==> config.mk <==
export PLATFORM = sky130hd
export DESIGN_NAME = calendar_seconds_clock_top
export DESIGN_NICKNAME = d
export VERILOG_FILES = /design/src/hdl/csc_pkg.sv /design/src/hdl/csc_set_conv.sv /design/src/hdl/csc_count_conv.sv /design/src/hdl/csc_refresh.sv /design/src/hdl/calendar_seconds_clock_top.sv
export SDC_FILE = /design/constraint.sdc
export NUM_CORES = 2
export LEC_CHECK = 0
export BUFFER_PORTS_ARGS = -buffer_cell sky130_fd_sc_hd__buf_2
export CAP_MARGIN = 10
export CORE_MARGIN = 3
export CORE_UTILIZATION = 49
export DETAILED_ROUTE_END_ITERATION = 7
export MAX_ROUTING_LAYER = met4
export PLACE_DENSITY = 0.76
export SLEW_MARGIN = 20
export SYNTH_ARGS = -nofsm -noshare
export SYNTH_HDL_FRONTEND = slang
export SYNTH_SLANG_ARGS = --single-unit
==> constraint.sdc <==
create_clock -name clock -period 11.1 [get_ports clock]
set_input_delay 0 -clock clock [delete_from_list [all_inputs] [get_ports clock]]
set_output_delay 0 -clock clock [all_outputs]
set_load 0.01 [all_outputs]
==> src/hdl/csc_pkg.sv <==
`timescale 1ns / 1ps
`default_nettype none
// ----------------------------------------------------------------------------
// csc_pkg
// Shared types, action and refresh codes, calendar constants and the
// month start table of the calendar seconds clock.
// ----------------------------------------------------------------------------
package csc_pkg;

   // request actions
   localparam logic [2:0] ACT_TICK  = 3'd0;
   localparam logic [2:0] ACT_SET   = 3'd1;
   localparam logic [2:0] ACT_CHECK = 3'd2;
   localparam logic [2:0] ACT_FACE  = 3'd3;
   localparam logic [2:0] ACT_MARK  = 3'd4;

   // refresh codes
   localparam logic [1:0] REFRESH_NONE    = 2'd0;
   localparam logic [1:0] REFRESH_PARTIAL = 2'd1;
   localparam logic [1:0] REFRESH_FULL    = 2'd2;

   localparam logic [7:0]  YEAR_OFFSET_MAX = 8'd135;
   localparam logic [11:0] EPOCH_YEAR      = 12'd2000;
   localparam logic [31:0] DAY_SECS        = 32'd86400;
   localparam logic [15:0] FEB_FIRST_DAY   = 16'd31;
   localparam logic [15:0] MARCH_FIRST_DAY = 16'd60;
   localparam logic [15:0] CENTURY_DAYS    = 16'd36524;
   // day number of march 1st 1999 based dates, counted from 2000-01-01
   localparam logic [17:0] PRIOR_ERA_BASE  = 18'(-32'sd306);

   // reciprocals for exact division by constants
   localparam logic [25:0] DAY_RECIP  = 26'(((64'd1 << 35) + 64'd674) / 64'd675);
   localparam logic [14:0] LEAP_RECIP = 15'(((64'd1 << 23) + 64'd364) / 64'd365);
   localparam logic [16:0] YEAR_RECIP = 17'(((64'd1 << 25) + 64'd364) / 64'd365);
   localparam logic [15:0] MIN_RECIP  = 16'(((64'd1 << 19) + 64'd14) / 64'd15);
   localparam logic [9:0]  HOUR_RECIP = 10'(((64'd1 << 13) + 64'd14) / 64'd15);

   typedef struct packed {
      logic        valid;
      logic [2:0]  action;
      logic [31:0] count;
   } load_type;

   typedef struct packed {
      logic        valid;
      logic [2:0]  action;
      logic [15:0] day_num;
      logic        early;
      logic [10:0] min_total;
      logic [4:0]  hour;
      logic [5:0]  second;
      logic [7:0]  year_idx;
      logic [8:0]  day_of_year;
   } split_type;

   // first day of each month in a march based year
   function automatic logic [8:0] month_start(input logic [3:0] idx);
      logic [8:0] days;
      case (idx)
         4'd0:    days = 9'd0;
         4'd1:    days = 9'd31;
         4'd2:    days = 9'd61;
         4'd3:    days = 9'd92;
         4'd4:    days = 9'd122;
         4'd5:    days = 9'd153;
         4'd6:    days = 9'd184;
         4'd7:    days = 9'd214;
         4'd8:    days = 9'd245;
         4'd9:    days = 9'd275;
         4'd10:   days = 9'd306;
         4'd11:   days = 9'd337;
         4'd12:   days = 9'd367;
         default: days = 9'd0;
      endcase
      return days;
   endfunction

endpackage
`default_nettype wire

==> src/hdl/csc_set_conv.sv <==
`timescale 1ns / 1ps
`default_nettype none
// ----------------------------------------------------------------------------
// csc_set_conv
// Request register and the two stages that turn a set-time date and time
// into a 32-bit seconds count.
// ----------------------------------------------------------------------------
module csc_set_conv (
   input  logic              clock,
   input  logic              reset,
   input  logic              req_valid,
   output logic              req_stall,
   input  logic [2:0]        req_action,
   input  logic [7:0]        req_year_offset,
   input  logic [3:0]        req_month_in,
   input  logic [4:0]        req_day_in,
   input  logic [4:0]        req_hour_in,
   input  logic [5:0]        req_minute_in,
   input  logic [5:0]        req_second_in,
   output csc_pkg::load_type load_out,
   input  logic              load_open
);

   logic        s0_open, s1_open, s2_open;
   logic        s0_valid_ff, s0_valid_in;
   logic        s1_valid_ff, s1_valid_in;
   logic        s2_valid_ff, s2_valid_in;
   logic [2:0]  s0_action_ff, s1_action_ff, s2_action_ff;
   logic [7:0]  s0_year_ff, s0_year_in;
   logic [3:0]  s0_month_ff;
   logic [4:0]  s0_day_ff, s0_hour_ff;
   logic [5:0]  s0_minute_ff, s0_second_ff;
   logic [17:0] s1_day_ff, s1_day_in;
   logic [16:0] s1_sod_ff, s1_sod_in;
   logic [31:0] s2_count_ff, s2_count_in;

   logic        early;
   logic [8:0]  yr;
   logic [3:0]  idx;
   logic [9:0]  doy;
   logic [16:0] ybase;

   always_comb begin
      s2_open = !s2_valid_ff || load_open;
      s1_open = !s1_valid_ff || s2_open;
      s0_open = !s0_valid_ff || s1_open;
      s0_valid_in = s0_open ? req_valid : s0_valid_ff;
      s1_valid_in = s1_open ? s0_valid_ff : s1_valid_ff;
      s2_valid_in = s2_open ? s1_valid_ff : s2_valid_ff;
   end

   assign req_stall = !s0_open;

   // saturate year offset
   assign s0_year_in = (req_year_offset > csc_pkg::YEAR_OFFSET_MAX) ?
                       csc_pkg::YEAR_OFFSET_MAX : req_year_offset;

   // day number and second of day of the set date
   always_comb begin
      early = (s0_month_ff <= 4'd2);
      yr    = {1'b0, s0_year_ff} - {8'b0, early};
      idx   = early ? (s0_month_ff + 4'd9) : (s0_month_ff - 4'd3);
      doy   = {1'b0, csc_pkg::month_start(idx)} + {5'b0, s0_day_ff} - 10'd1;
      ybase = ({9'b0, yr[7:0]} * 17'd365) + {11'b0, yr[7:2]}
              - {16'b0, (yr[7:0] >= 8'd100)} + {1'b0, csc_pkg::MARCH_FIRST_DAY};
      s1_day_in = (yr[8] ? csc_pkg::PRIOR_ERA_BASE : {1'b0, ybase})
                  + {{8{doy[9]}}, doy};
      s1_sod_in = ({12'b0, s0_hour_ff} * 17'd3600) + ({11'b0, s0_minute_ff} * 17'd60)
                  + {11'b0, s0_second_ff};
   end

   assign s2_count_in = ({{14{s1_day_ff[17]}}, s1_day_ff} * csc_pkg::DAY_SECS)
                        + {15'b0, s1_sod_ff};

   always_ff @(posedge clock) begin
      if (reset) begin
         s0_valid_ff <= 1'b0;
         s1_valid_ff <= 1'b0;
         s2_valid_ff <= 1'b0;
      end else begin
         s0_valid_ff <= s0_valid_in;
         s1_valid_ff <= s1_valid_in;
         s2_valid_ff <= s2_valid_in;
      end
      if (s0_open && req_valid) begin
         s0_action_ff <= req_action;
         s0_year_ff   <= s0_year_in;
         s0_month_ff  <= req_month_in;
         s0_day_ff    <= req_day_in;
         s0_hour_ff   <= req_hour_in;
         s0_minute_ff <= req_minute_in;
         s0_second_ff <= req_second_in;
      end
      if (s1_open && s0_valid_ff) begin
         s1_action_ff <= s0_action_ff;
         s1_day_ff    <= s1_day_in;
         s1_sod_ff    <= s1_sod_in;
      end
      if (s2_open && s1_valid_ff) begin
         s2_action_ff <= s1_action_ff;
         s2_count_ff  <= s2_count_in;
      end
   end

   assign load_out.valid  = s2_valid_ff;
   assign load_out.action = s2_action_ff;
   assign load_out.count  = s2_count_ff;

endmodule
`default_nettype wire

==> src/hdl/csc_count_conv.sv <==
`timescale 1ns / 1ps
`default_nettype none
// ----------------------------------------------------------------------------
// csc_count_conv
// Seconds counter and the stages that split the count into day number,
// time of day and march based year and day of year.
// ----------------------------------------------------------------------------
module csc_count_conv (
   input  logic               clock,
   input  logic               reset,
   input  csc_pkg::load_type  load_in,
   output logic               load_open,
   output csc_pkg::split_type split_out,
   input  logic               split_open
);

   logic        s3_open, s4_open, s5_open, s6_open, s7_open;
   logic        s3_valid_ff, s3_valid_in, s4_valid_ff, s4_valid_in;
   logic        s5_valid_ff, s5_valid_in, s6_valid_ff, s6_valid_in;
   logic        s7_valid_ff, s7_valid_in;
   logic [2:0]  s3_action_ff, s4_action_ff, s5_action_ff, s6_action_ff, s7_action_ff;

   logic [31:0] count_ff, count_in;
   logic [31:0] s4_count_ff;
   logic [15:0] s4_day_ff, s4_day_in;
   logic [15:0] s5_day_ff, s6_day_ff, s7_day_ff;
   logic [16:0] s5_sod_ff, s5_sod_in, s6_sod_ff;
   logic        s5_early_ff, s5_early_in, s6_early_ff, s7_early_ff;
   logic [15:0] s5_doe_ff, s5_doe_in, s6_doe_ff;
   logic [5:0]  s5_quad_ff, s5_quad_in;
   logic        s5_cent_ff, s5_cent_in;
   logic [10:0] s6_mt_ff, s6_mt_in, s7_mt_ff;
   logic [7:0]  s6_yoe_ff, s6_yoe_in, s7_yoe_ff;
   logic [4:0]  s7_hour_ff, s7_hour_in;
   logic [5:0]  s7_sec_ff, s7_sec_in;
   logic [8:0]  s7_doy_ff, s7_doy_in;

   logic [50:0] day_prod;
   logic [31:0] day_base, sod_full;
   logic [28:0] quad_prod;
   logic [15:0] shifted_days;
   logic [32:0] year_prod;
   logic [30:0] min_prod;
   logic [16:0] sec_full;
   logic [18:0] hour_prod;
   logic [15:0] year_days, doy_full;

   always_comb begin
      s7_open = !s7_valid_ff || split_open;
      s6_open = !s6_valid_ff || s7_open;
      s5_open = !s5_valid_ff || s6_open;
      s4_open = !s4_valid_ff || s5_open;
      s3_open = !s3_valid_ff || s4_open;
      s3_valid_in = s3_open ? load_in.valid : s3_valid_ff;
      s4_valid_in = s4_open ? s3_valid_ff : s4_valid_ff;
      s5_valid_in = s5_open ? s4_valid_ff : s5_valid_ff;
      s6_valid_in = s6_open ? s5_valid_ff : s6_valid_ff;
      s7_valid_in = s7_open ? s6_valid_ff : s7_valid_ff;
   end

   assign load_open = s3_open;

   // seconds counter
   always_comb begin
      case (load_in.action)
         csc_pkg::ACT_SET:  count_in = load_in.count;
         csc_pkg::ACT_TICK: count_in = count_ff + 32'd1;
         default:           count_in = count_ff;
      endcase
   end

   // day number
   always_comb begin
      day_prod  = {26'b0, count_ff[31:7]} * {25'b0, csc_pkg::DAY_RECIP};
      s4_day_in = day_prod[50:35];
   end

   // second of day, day of era, early flag, quad and century terms
   always_comb begin
      day_base    = {16'b0, s4_day_ff} * csc_pkg::DAY_SECS;
      sod_full    = s4_count_ff - day_base;
      s5_sod_in   = sod_full[16:0];
      s5_early_in = (s4_day_ff < csc_pkg::MARCH_FIRST_DAY);
      s5_doe_in   = s5_early_in ? 16'd0 : (s4_day_ff - csc_pkg::MARCH_FIRST_DAY);
      quad_prod   = {15'b0, s5_doe_in[15:2]} * {14'b0, csc_pkg::LEAP_RECIP};
      s5_quad_in  = quad_prod[28:23];
      s5_cent_in  = (s5_doe_in >= csc_pkg::CENTURY_DAYS);
   end

   // minutes of day, year of era
   always_comb begin
      min_prod     = {16'b0, s5_sod_ff[16:2]} * {15'b0, csc_pkg::MIN_RECIP};
      s6_mt_in     = min_prod[29:19];
      shifted_days = s5_doe_ff - {10'b0, s5_quad_ff} + {15'b0, s5_cent_ff};
      year_prod    = {17'b0, shifted_days} * {16'b0, csc_pkg::YEAR_RECIP};
      s6_yoe_in    = year_prod[32:25];
   end

   // hour, second, day of year
   always_comb begin
      sec_full   = s6_sod_ff - ({6'b0, s6_mt_ff} * 17'd60);
      s7_sec_in  = sec_full[5:0];
      hour_prod  = {10'b0, s6_mt_ff[10:2]} * {9'b0, csc_pkg::HOUR_RECIP};
      s7_hour_in = hour_prod[17:13];
      year_days  = ({8'b0, s6_yoe_ff} * 16'd365) + {10'b0, s6_yoe_ff[7:2]}
                   - {15'b0, (s6_yoe_ff >= 8'd100)};
      doy_full   = s6_doe_ff - year_days;
      s7_doy_in  = doy_full[8:0];
   end

   always_ff @(posedge clock) begin
      if (reset) begin
         s3_valid_ff <= 1'b0;
         s4_valid_ff <= 1'b0;
         s5_valid_ff <= 1'b0;
         s6_valid_ff <= 1'b0;
         s7_valid_ff <= 1'b0;
         count_ff    <= 32'd0;
      end else begin
         s3_valid_ff <= s3_valid_in;
         s4_valid_ff <= s4_valid_in;
         s5_valid_ff <= s5_valid_in;
         s6_valid_ff <= s6_valid_in;
         s7_valid_ff <= s7_valid_in;
         if (s3_open && load_in.valid) begin
            count_ff <= count_in;
         end
      end
      if (s3_open && load_in.valid) begin
         s3_action_ff <= load_in.action;
      end
      if (s4_open && s3_valid_ff) begin
         s4_action_ff <= s3_action_ff;
         s4_count_ff  <= count_ff;
         s4_day_ff    <= s4_day_in;
      end
      if (s5_open && s4_valid_ff) begin
         s5_action_ff <= s4_action_ff;
         s5_day_ff    <= s4_day_ff;
         s5_sod_ff    <= s5_sod_in;
         s5_early_ff  <= s5_early_in;
         s5_doe_ff    <= s5_doe_in;
         s5_quad_ff   <= s5_quad_in;
         s5_cent_ff   <= s5_cent_in;
      end
      if (s6_open && s5_valid_ff) begin
         s6_action_ff <= s5_action_ff;
         s6_day_ff    <= s5_day_ff;
         s6_early_ff  <= s5_early_ff;
         s6_sod_ff    <= s5_sod_ff;
         s6_doe_ff    <= s5_doe_ff;
         s6_mt_ff     <= s6_mt_in;
         s6_yoe_ff    <= s6_yoe_in;
      end
      if (s7_open && s6_valid_ff) begin
         s7_action_ff <= s6_action_ff;
         s7_day_ff    <= s6_day_ff;
         s7_early_ff  <= s6_early_ff;
         s7_mt_ff     <= s6_mt_ff;
         s7_yoe_ff    <= s6_yoe_ff;
         s7_hour_ff   <= s7_hour_in;
         s7_sec_ff    <= s7_sec_in;
         s7_doy_ff    <= s7_doy_in;
      end
   end

   assign split_out.valid       = s7_valid_ff;
   assign split_out.action      = s7_action_ff;
   assign split_out.day_num     = s7_day_ff;
   assign split_out.early       = s7_early_ff;
   assign split_out.min_total   = s7_mt_ff;
   assign split_out.hour        = s7_hour_ff;
   assign split_out.second      = s7_sec_ff;
   assign split_out.year_idx    = s7_yoe_ff;
   assign split_out.day_of_year = s7_doy_ff;

endmodule
`default_nettype wire

==> src/hdl/csc_refresh.sv <==
`timescale 1ns / 1ps
`default_nettype none
// ----------------------------------------------------------------------------
// csc_refresh
// Final stage: calendar month and day, refresh decision, face select and
// the response register.
// ----------------------------------------------------------------------------
module csc_refresh (
   input  logic               clock,
   input  logic               reset,
   input  csc_pkg::split_type split_in,
   output logic               split_open,
   output logic               rsp_valid,
   input  logic               rsp_stall,
   output logic               rsp_time_valid,
   output logic [11:0]        rsp_year_out,
   output logic [3:0]         rsp_month_out,
   output logic [4:0]         rsp_day_out,
   output logic [4:0]         rsp_hour_out,
   output logic [5:0]         rsp_minute_out,
   output logic [5:0]         rsp_second_out,
   output logic [1:0]         rsp_refresh_code,
   output logic               rsp_face_out
);

   logic        open, enter;
   logic        valid_ff, valid_in;
   logic        time_set_ff, time_set_in;
   logic        force_ff, force_in;
   logic        seen_ff, seen_in;
   logic [5:0]  last_min_ff, last_min_in;
   logic [15:0] last_day_ff, last_day_in;
   logic        face_ff, face_in;

   logic [11:0] year_ff, year_in;
   logic [3:0]  month_ff, month_in;
   logic [4:0]  day_ff, day_in;
   logic [4:0]  hour_ff, hour_in;
   logic [5:0]  minute_ff, minute_in;
   logic [5:0]  second_ff, second_in;
   logic [1:0]  refresh_ff, refresh_in;

   logic [10:0] hour_mins, min_full;
   logic [5:0]  minute;
   logic [3:0]  mp, mm, dmon;
   logic [8:0]  dd_full;
   logic [4:0]  dday;
   logic [11:0] dyear;
   logic [15:0] feb_day;

   always_comb begin
      open     = !valid_ff || !rsp_stall;
      enter    = open && split_in.valid;
      valid_in = open ? split_in.valid : valid_ff;
   end

   assign split_open = open;

   // calendar fields
   always_comb begin
      hour_mins = {6'b0, split_in.hour} * 11'd60;
      min_full  = split_in.min_total - hour_mins;
      minute    = min_full[5:0];
      mp = 4'd0;
      for (int k = 1; k < 12; k++) begin
         if (split_in.day_of_year >= csc_pkg::month_start(4'(k))) begin
            mp = 4'(k);
         end
      end
      dd_full = split_in.day_of_year - csc_pkg::month_start(mp) + 9'd1;
      mm      = (mp < 4'd10) ? (mp + 4'd3) : (mp - 4'd9);
      feb_day = split_in.day_num - 16'd30;
      if (split_in.early) begin
         if (split_in.day_num < csc_pkg::FEB_FIRST_DAY) begin
            dmon = 4'd1;
            dday = split_in.day_num[4:0] + 5'd1;
         end else begin
            dmon = 4'd2;
            dday = feb_day[4:0];
         end
         dyear = csc_pkg::EPOCH_YEAR;
      end else begin
         dmon  = mm;
         dday  = dd_full[4:0];
         dyear = csc_pkg::EPOCH_YEAR + {4'b0, split_in.year_idx} + {11'b0, (mm <= 4'd2)};
      end
   end

   // flags and refresh decision
   always_comb begin
      time_set_in = time_set_ff;
      force_in    = force_ff;
      seen_in     = seen_ff;
      last_min_in = last_min_ff;
      last_day_in = last_day_ff;
      face_in     = face_ff;
      refresh_in  = csc_pkg::REFRESH_NONE;
      case (split_in.action)
         csc_pkg::ACT_SET: begin
            time_set_in = 1'b1;
            force_in    = 1'b1;
            seen_in     = 1'b0;
         end
         csc_pkg::ACT_FACE: begin
            face_in  = !face_ff;
            force_in = 1'b1;
            seen_in  = 1'b0;
         end
         default: begin
         end
      endcase
      if (time_set_in) begin
         case (split_in.action)
            csc_pkg::ACT_CHECK: begin
               if (force_in) begin
                  force_in   = 1'b0;
                  refresh_in = csc_pkg::REFRESH_FULL;
               end else if (!seen_in || (split_in.day_num != last_day_in)) begin
                  last_day_in = split_in.day_num;
                  last_min_in = minute;
                  seen_in     = 1'b1;
                  refresh_in  = csc_pkg::REFRESH_FULL;
               end else if (minute != last_min_in) begin
                  last_min_in = minute;
                  refresh_in  = csc_pkg::REFRESH_PARTIAL;
               end
            end
            csc_pkg::ACT_MARK: begin
               last_day_in = split_in.day_num;
               last_min_in = minute;
               seen_in     = 1'b1;
            end
            default: begin
            end
         endcase
         year_in   = dyear;
         month_in  = dmon;
         day_in    = dday;
         hour_in   = split_in.hour;
         minute_in = minute;
         second_in = split_in.second;
      end else begin
         year_in   = 12'd0;
         month_in  = 4'd0;
         day_in    = 5'd0;
         hour_in   = 5'd0;
         minute_in = 6'd0;
         second_in = 6'd0;
      end
   end

   always_ff @(posedge clock) begin
      if (reset) begin
         valid_ff    <= 1'b0;
         time_set_ff <= 1'b0;
         force_ff    <= 1'b0;
         seen_ff     <= 1'b0;
         last_min_ff <= 6'd0;
         last_day_ff <= 16'd0;
         face_ff     <= 1'b0;
      end else begin
         valid_ff <= valid_in;
         if (enter) begin
            time_set_ff <= time_set_in;
            force_ff    <= force_in;
            seen_ff     <= seen_in;
            last_min_ff <= last_min_in;
            last_day_ff <= last_day_in;
            face_ff     <= face_in;
         end
      end
      if (enter) begin
         year_ff    <= year_in;
         month_ff   <= month_in;
         day_ff     <= day_in;
         hour_ff    <= hour_in;
         minute_ff  <= minute_in;
         second_ff  <= second_in;
         refresh_ff <= refresh_in;
      end
   end

   assign rsp_valid        = valid_ff;
   assign rsp_time_valid   = time_set_ff;
   assign rsp_year_out     = year_ff;
   assign rsp_month_out    = month_ff;
   assign rsp_day_out      = day_ff;
   assign rsp_hour_out     = hour_ff;
   assign rsp_minute_out   = minute_ff;
   assign rsp_second_out   = second_ff;
   assign rsp_refresh_code = refresh_ff;
   assign rsp_face_out     = face_ff;

endmodule
`default_nettype wire

==> src/hdl/calendar_seconds_clock_top.sv <==
`timescale 1ns / 1ps
`default_nettype none
// Pipeline: an accepted request passes the request register, 7 pipeline
// stages and the response register before its response is presented.
// Throughput: one request per cycle; each stage holds only while all stages
// after it are full and the response is stalled.
// Reset: synchronous; clears all valid bits, the seconds count, the flags,
// the last seen minute and day and the face select.
// ----------------------------------------------------------------------------
// calendar_seconds_clock_top
// Calendar clock on a 32-bit seconds count since 2000-01-01 with set-time,
// tick, face toggle and display refresh tracking.
// ----------------------------------------------------------------------------
module calendar_seconds_clock_top (
   input  logic        clock,
   input  logic        reset,
   input  logic        req_valid,
   output logic        req_stall,
   input  logic [2:0]  req_action,
   input  logic [7:0]  req_year_offset,
   input  logic [3:0]  req_month_in,
   input  logic [4:0]  req_day_in,
   input  logic [4:0]  req_hour_in,
   input  logic [5:0]  req_minute_in,
   input  logic [5:0]  req_second_in,
   output logic        rsp_valid,
   input  logic        rsp_stall,
   output logic        rsp_time_valid,
   output logic [11:0] rsp_year_out,
   output logic [3:0]  rsp_month_out,
   output logic [4:0]  rsp_day_out,
   output logic [4:0]  rsp_hour_out,
   output logic [5:0]  rsp_minute_out,
   output logic [5:0]  rsp_second_out,
   output logic [1:0]  rsp_refresh_code,
   output logic        rsp_face_out
);

   csc_pkg::load_type  load;
   logic               load_open;
   csc_pkg::split_type split;
   logic               split_open;

   csc_set_conv u_set_conv (
      .clock           (clock),
      .reset           (reset),
      .req_valid       (req_valid),
      .req_stall       (req_stall),
      .req_action      (req_action),
      .req_year_offset (req_year_offset),
      .req_month_in    (req_month_in),
      .req_day_in      (req_day_in),
      .req_hour_in     (req_hour_in),
      .req_minute_in   (req_minute_in),
      .req_second_in   (req_second_in),
      .load_out        (load),
      .load_open       (load_open)
   );

   csc_count_conv u_count_conv (
      .clock      (clock),
      .reset      (reset),
      .load_in    (load),
      .load_open  (load_open),
      .split_out  (split),
      .split_open (split_open)
   );

   csc_refresh u_refresh (
      .clock            (clock),
      .reset            (reset),
      .split_in         (split),
      .split_open       (split_open),
      .rsp_valid        (rsp_valid),
      .rsp_stall        (rsp_stall),
      .rsp_time_valid   (rsp_time_valid),
      .rsp_year_out     (rsp_year_out),
      .rsp_month_out    (rsp_month_out),
      .rsp_day_out      (rsp_day_out),
      .rsp_hour_out     (rsp_hour_out),
      .rsp_minute_out   (rsp_minute_out),
      .rsp_second_out   (rsp_second_out),
      .rsp_refresh_code (rsp_refresh_code),
      .rsp_face_out     (rsp_face_out)
   );

endmodule
`default_nettype wire
==> flow_metrics.tcl <==
set metrics [dict create \
    ys_ff_latch 424 \
    cts_buffer_depth 3 \
    grt_max_degree 68 \
    place_congestion 0.940 \
    post_synth_num_cell_types 87 \
    rsz0062_at_grt "no" \
    grt_pass1_vias 31400 \
    die-area_sq_um 100000 \
    die_h_microns 317 \
    post-route-min-period_ps 8710 \
    first_iter_violations 1469 \
    crit_fanout 10 \
    r2r_slack_ps 2390 \
    crit_path_end_kind "flop" \
    grt_use_met3_pct 2.78 \
    grtUsageTotal_pct 19.2 \
    first_pass_iters 7 \
    hpwl_microns 74200 \
    maxCapViolations 0 \
    wl_per_cell_microns 15.5 \
    cts_tree "built" \
    outcome "finished clean" \
    tightest_slew_ps 1060 \
    cp_slowest_cell "xor2_2" \
    cts_sinks 424 \
    overflow 0 \
    io_pins 85 \
    root_buffer "clkbuf_16" \
    multiInputGateArea_sq_um 31600 \
    htreeDepth 2 \
    antenna_found_initial 6 \
    io_buffers 84 \
    synthCells 4365 \
    core_area_sq_um 95400 \
    slew_headroom_pct 28.5 \
    start_util_pct 49.6 \
    fp-row-count 113 \
    post-route-period-util_pct 78.4 \
    r2r_cells 31 \
    skew_ps 27.0 \
    area_growth_pct 8.74 \
    drtAntennaViolNets 0 \
    cts_buffers 45 \
    die_w_microns 317 \
    postRouteWirelength_microns 90200 \
    synth_edf_count 357 \
    vias_per_cell 5.17 \
    final_common_cell "ha_1" \
    use_met1_pct 24.5 \
    fin_tns_setup_ps 0 \
    register_area_sq_um 12100 \
    worst_ep_arrival_time_ps 9050 \
    layout_common_cells "ha_1, inv_1, fa_1" \
    num_vias 30100 \
    insertion_delay_ps 600 \
    ys_async_sr_fraction_pct 0 \
    crit_start "u_count_conv.s5_quad_ff[0]$_DFFE_PP_" \
    grt_busiest_layer "met2" \
    drc 0 \
    min_path_cells 3 \
    nFillCells 7987 \
    worstSetupPathType "flop to flop" \
    min_from "reset" \
    cts_setup_buffers 0 \
    hold_path_class "input port to flop" \
    seq_area_frac_synth_pct 25.5 \
    grt_pass1_wl_microns 153000 \
    synth_area_sq_um 47300 \
    hold_viol 0 \
    drive_above_1_share_pct 5.13 \
    synthFlopType "edfxtp_1" \
    report.final.slew_viol_count 0 \
    fmax_ghz 0.115 \
    syn-num-nets 5891 \
    syn_area_per_cell_sq_um 10.8 \
    critPathMostFrequentCell "fa_1" \
    cp.required_ps 11450 \
    cp-start-kind "flop" \
    cpPeakStageDelay_ps 610 \
    r2r-start "u_count_conv.s5_quad_ff[0]$_DFFE_PP_" \
    clk_pin_slew_worst_paths_ps 70 \
    final_nets 6047 \
    gr-usage-met2_pct 32.3 \
    ys_warn_count 0 \
    setup_viol 0 \
]
==> cell families (layout without fill, tap and decap cells) <==
logic type / Yosys count / in the layout / synth area share [%]
fa+ha+maj: 1485 / 1485 / 47.0
buf+inv: 1003 / 1196 / 7.96
simple gates: 595 / 595 / 6.12
compound gates: 549 / 549 / 7.62
flops: 424 / 424 / 25.5
xor+xnor: 281 / 281 / 5.25
mux: 28 / 28 / 0.595
other cells: 0 / 1 / 0
==> timing repair <==
| action | in CTS | in global routing |
|---|---|---|
| hold endpoints to repair | 80 | 0 |
| gates resized for setup | 0 | 0 |
| hold buffers | 42 | 0 |
==> synth_stat cells (29+ instances only) <==
| library cell | number | area share [%] |
|---|---|---|
| nand3_1 | 56 | 0.59 |
| nor2b_1 | 40 | 0.53 |
| o21ai_0 | 81 | 0.86 |
| a21o_1 | 64 | 1.0 |
| nand4_1 | 29 | 0.38 |
| nand2_1 | 107 | 0.85 |
| fa_1 | 486 | 21 |
| nor2_1 | 204 | 1.6 |
| a211oi_1 | 34 | 0.54 |
| edfxtp_1 | 357 | 23 |
| xnor2_1 | 212 | 3.9 |
| clkbuf_1 | 38 | 0.30 |
| o21bai_1 | 36 | 0.57 |
| inv_1 | 957 | 7.6 |
| a21oi_1 | 173 | 1.8 |
| ha_1 | 999 | 26 |
| nor3_1 | 44 | 0.47 |
| dfxtp_1 | 67 | 2.8 |
| xor2_1 | 67 | 1.2 |
==> final timing paths <==
check	to
max	u_count_conv.s6_yoe_ff[7]$_DFFE_PP_
min	u_count_conv.count_ff[8]$_SDFFE_PP0P_
max reg2reg	u_count_conv.s6_yoe_ff[7]$_DFFE_PP_
min reg2reg	u_count_conv.s6_day_ff[1]$_DFFE_PP_
==> layer usage <==
metal,vias to the layer above,part of all wire [%]
met2,566,49
met5,-,0
li1,14800,-
met3,154,4.9
met1,14500,44
met4,0,2.5
==> critical path: cells and delay by family, from the launching register on <==
family / cells / cell delay [ps]
buffers and inverters: 3 / 140
xor gates and xnor gates: 2 / 740
and+or+nand+nor: 2 / 310
AOI/OAI and AO/OA: 14 / 2870
DFF: 1 / 370
adders and majority gates: 10 / 4010
==> registers in the layout (all words and copies together) (netlist names), 8 cells and up <==
name,flops
u_count_conv.s5_day_ff,16
u_count_conv.s6_mt_ff,11
u_count_conv.s7_doy_ff,9
u_set_conv.s1_day_ff,18
u_set_conv.s1_sod_ff,17
u_count_conv.s6_doe_ff,9
u_set_conv.s0_year_ff,8
u_count_conv.s4_count_ff,17
u_set_conv.s2_count_ff,32
u_count_conv.s7_yoe_ff,8
u_refresh.rsp_year_out,12
u_count_conv.s6_yoe_ff,8
u_count_conv.s5_doe_ff,16
u_count_conv.count_ff,32
u_refresh.last_day_ff,16
u_count_conv.s7_day_ff,16
u_count_conv.s5_sod_ff,17
u_count_conv.s4_day_ff,16
u_count_conv.s6_day_ff,16
==> final cells by class <==
class                           count  area share [%]
Antenna cell                        1         0.00486
Clock buffer                       60            2.48
Clock inverter                     24           0.525
Inverter                          958            6.99
Multi-Input combinational cell   2938            61.4
Sequential cell                   424            23.4
Tap cell                         1265            3.08
Timing Repair Buffer              154            2.08
==> per-stage QoR <==
| stage | utilization (%) | cells | hold slack [ps] | cell area [sq um] | setup WS (ps) |
|---|---|---|---|---|---|
| 6_report | 53.9 | 5824 | 75.8 | 51500 | 2390 |
| 5_1_grt | 53.9 | 5824 | 99.2 | 51500 | 1830 |
| 4_1_cts | 53.9 | 5822 | 65.8 | 51400 | 2000 |
| 3_5_place_dp | 51.8 | 5696 | 178 | 49400 | 2030 |
| 3_3_place_gp | 51.8 | 5696 | 176 | 49400 | 2220 |
| 2_1_floorplan | - | 4365 | 98.9 | 47300 | 2870 |
Power is left out: the tool's default activity adds up to more than one toggle a clock period on the data nets, which glitch-free logic cannot reach.
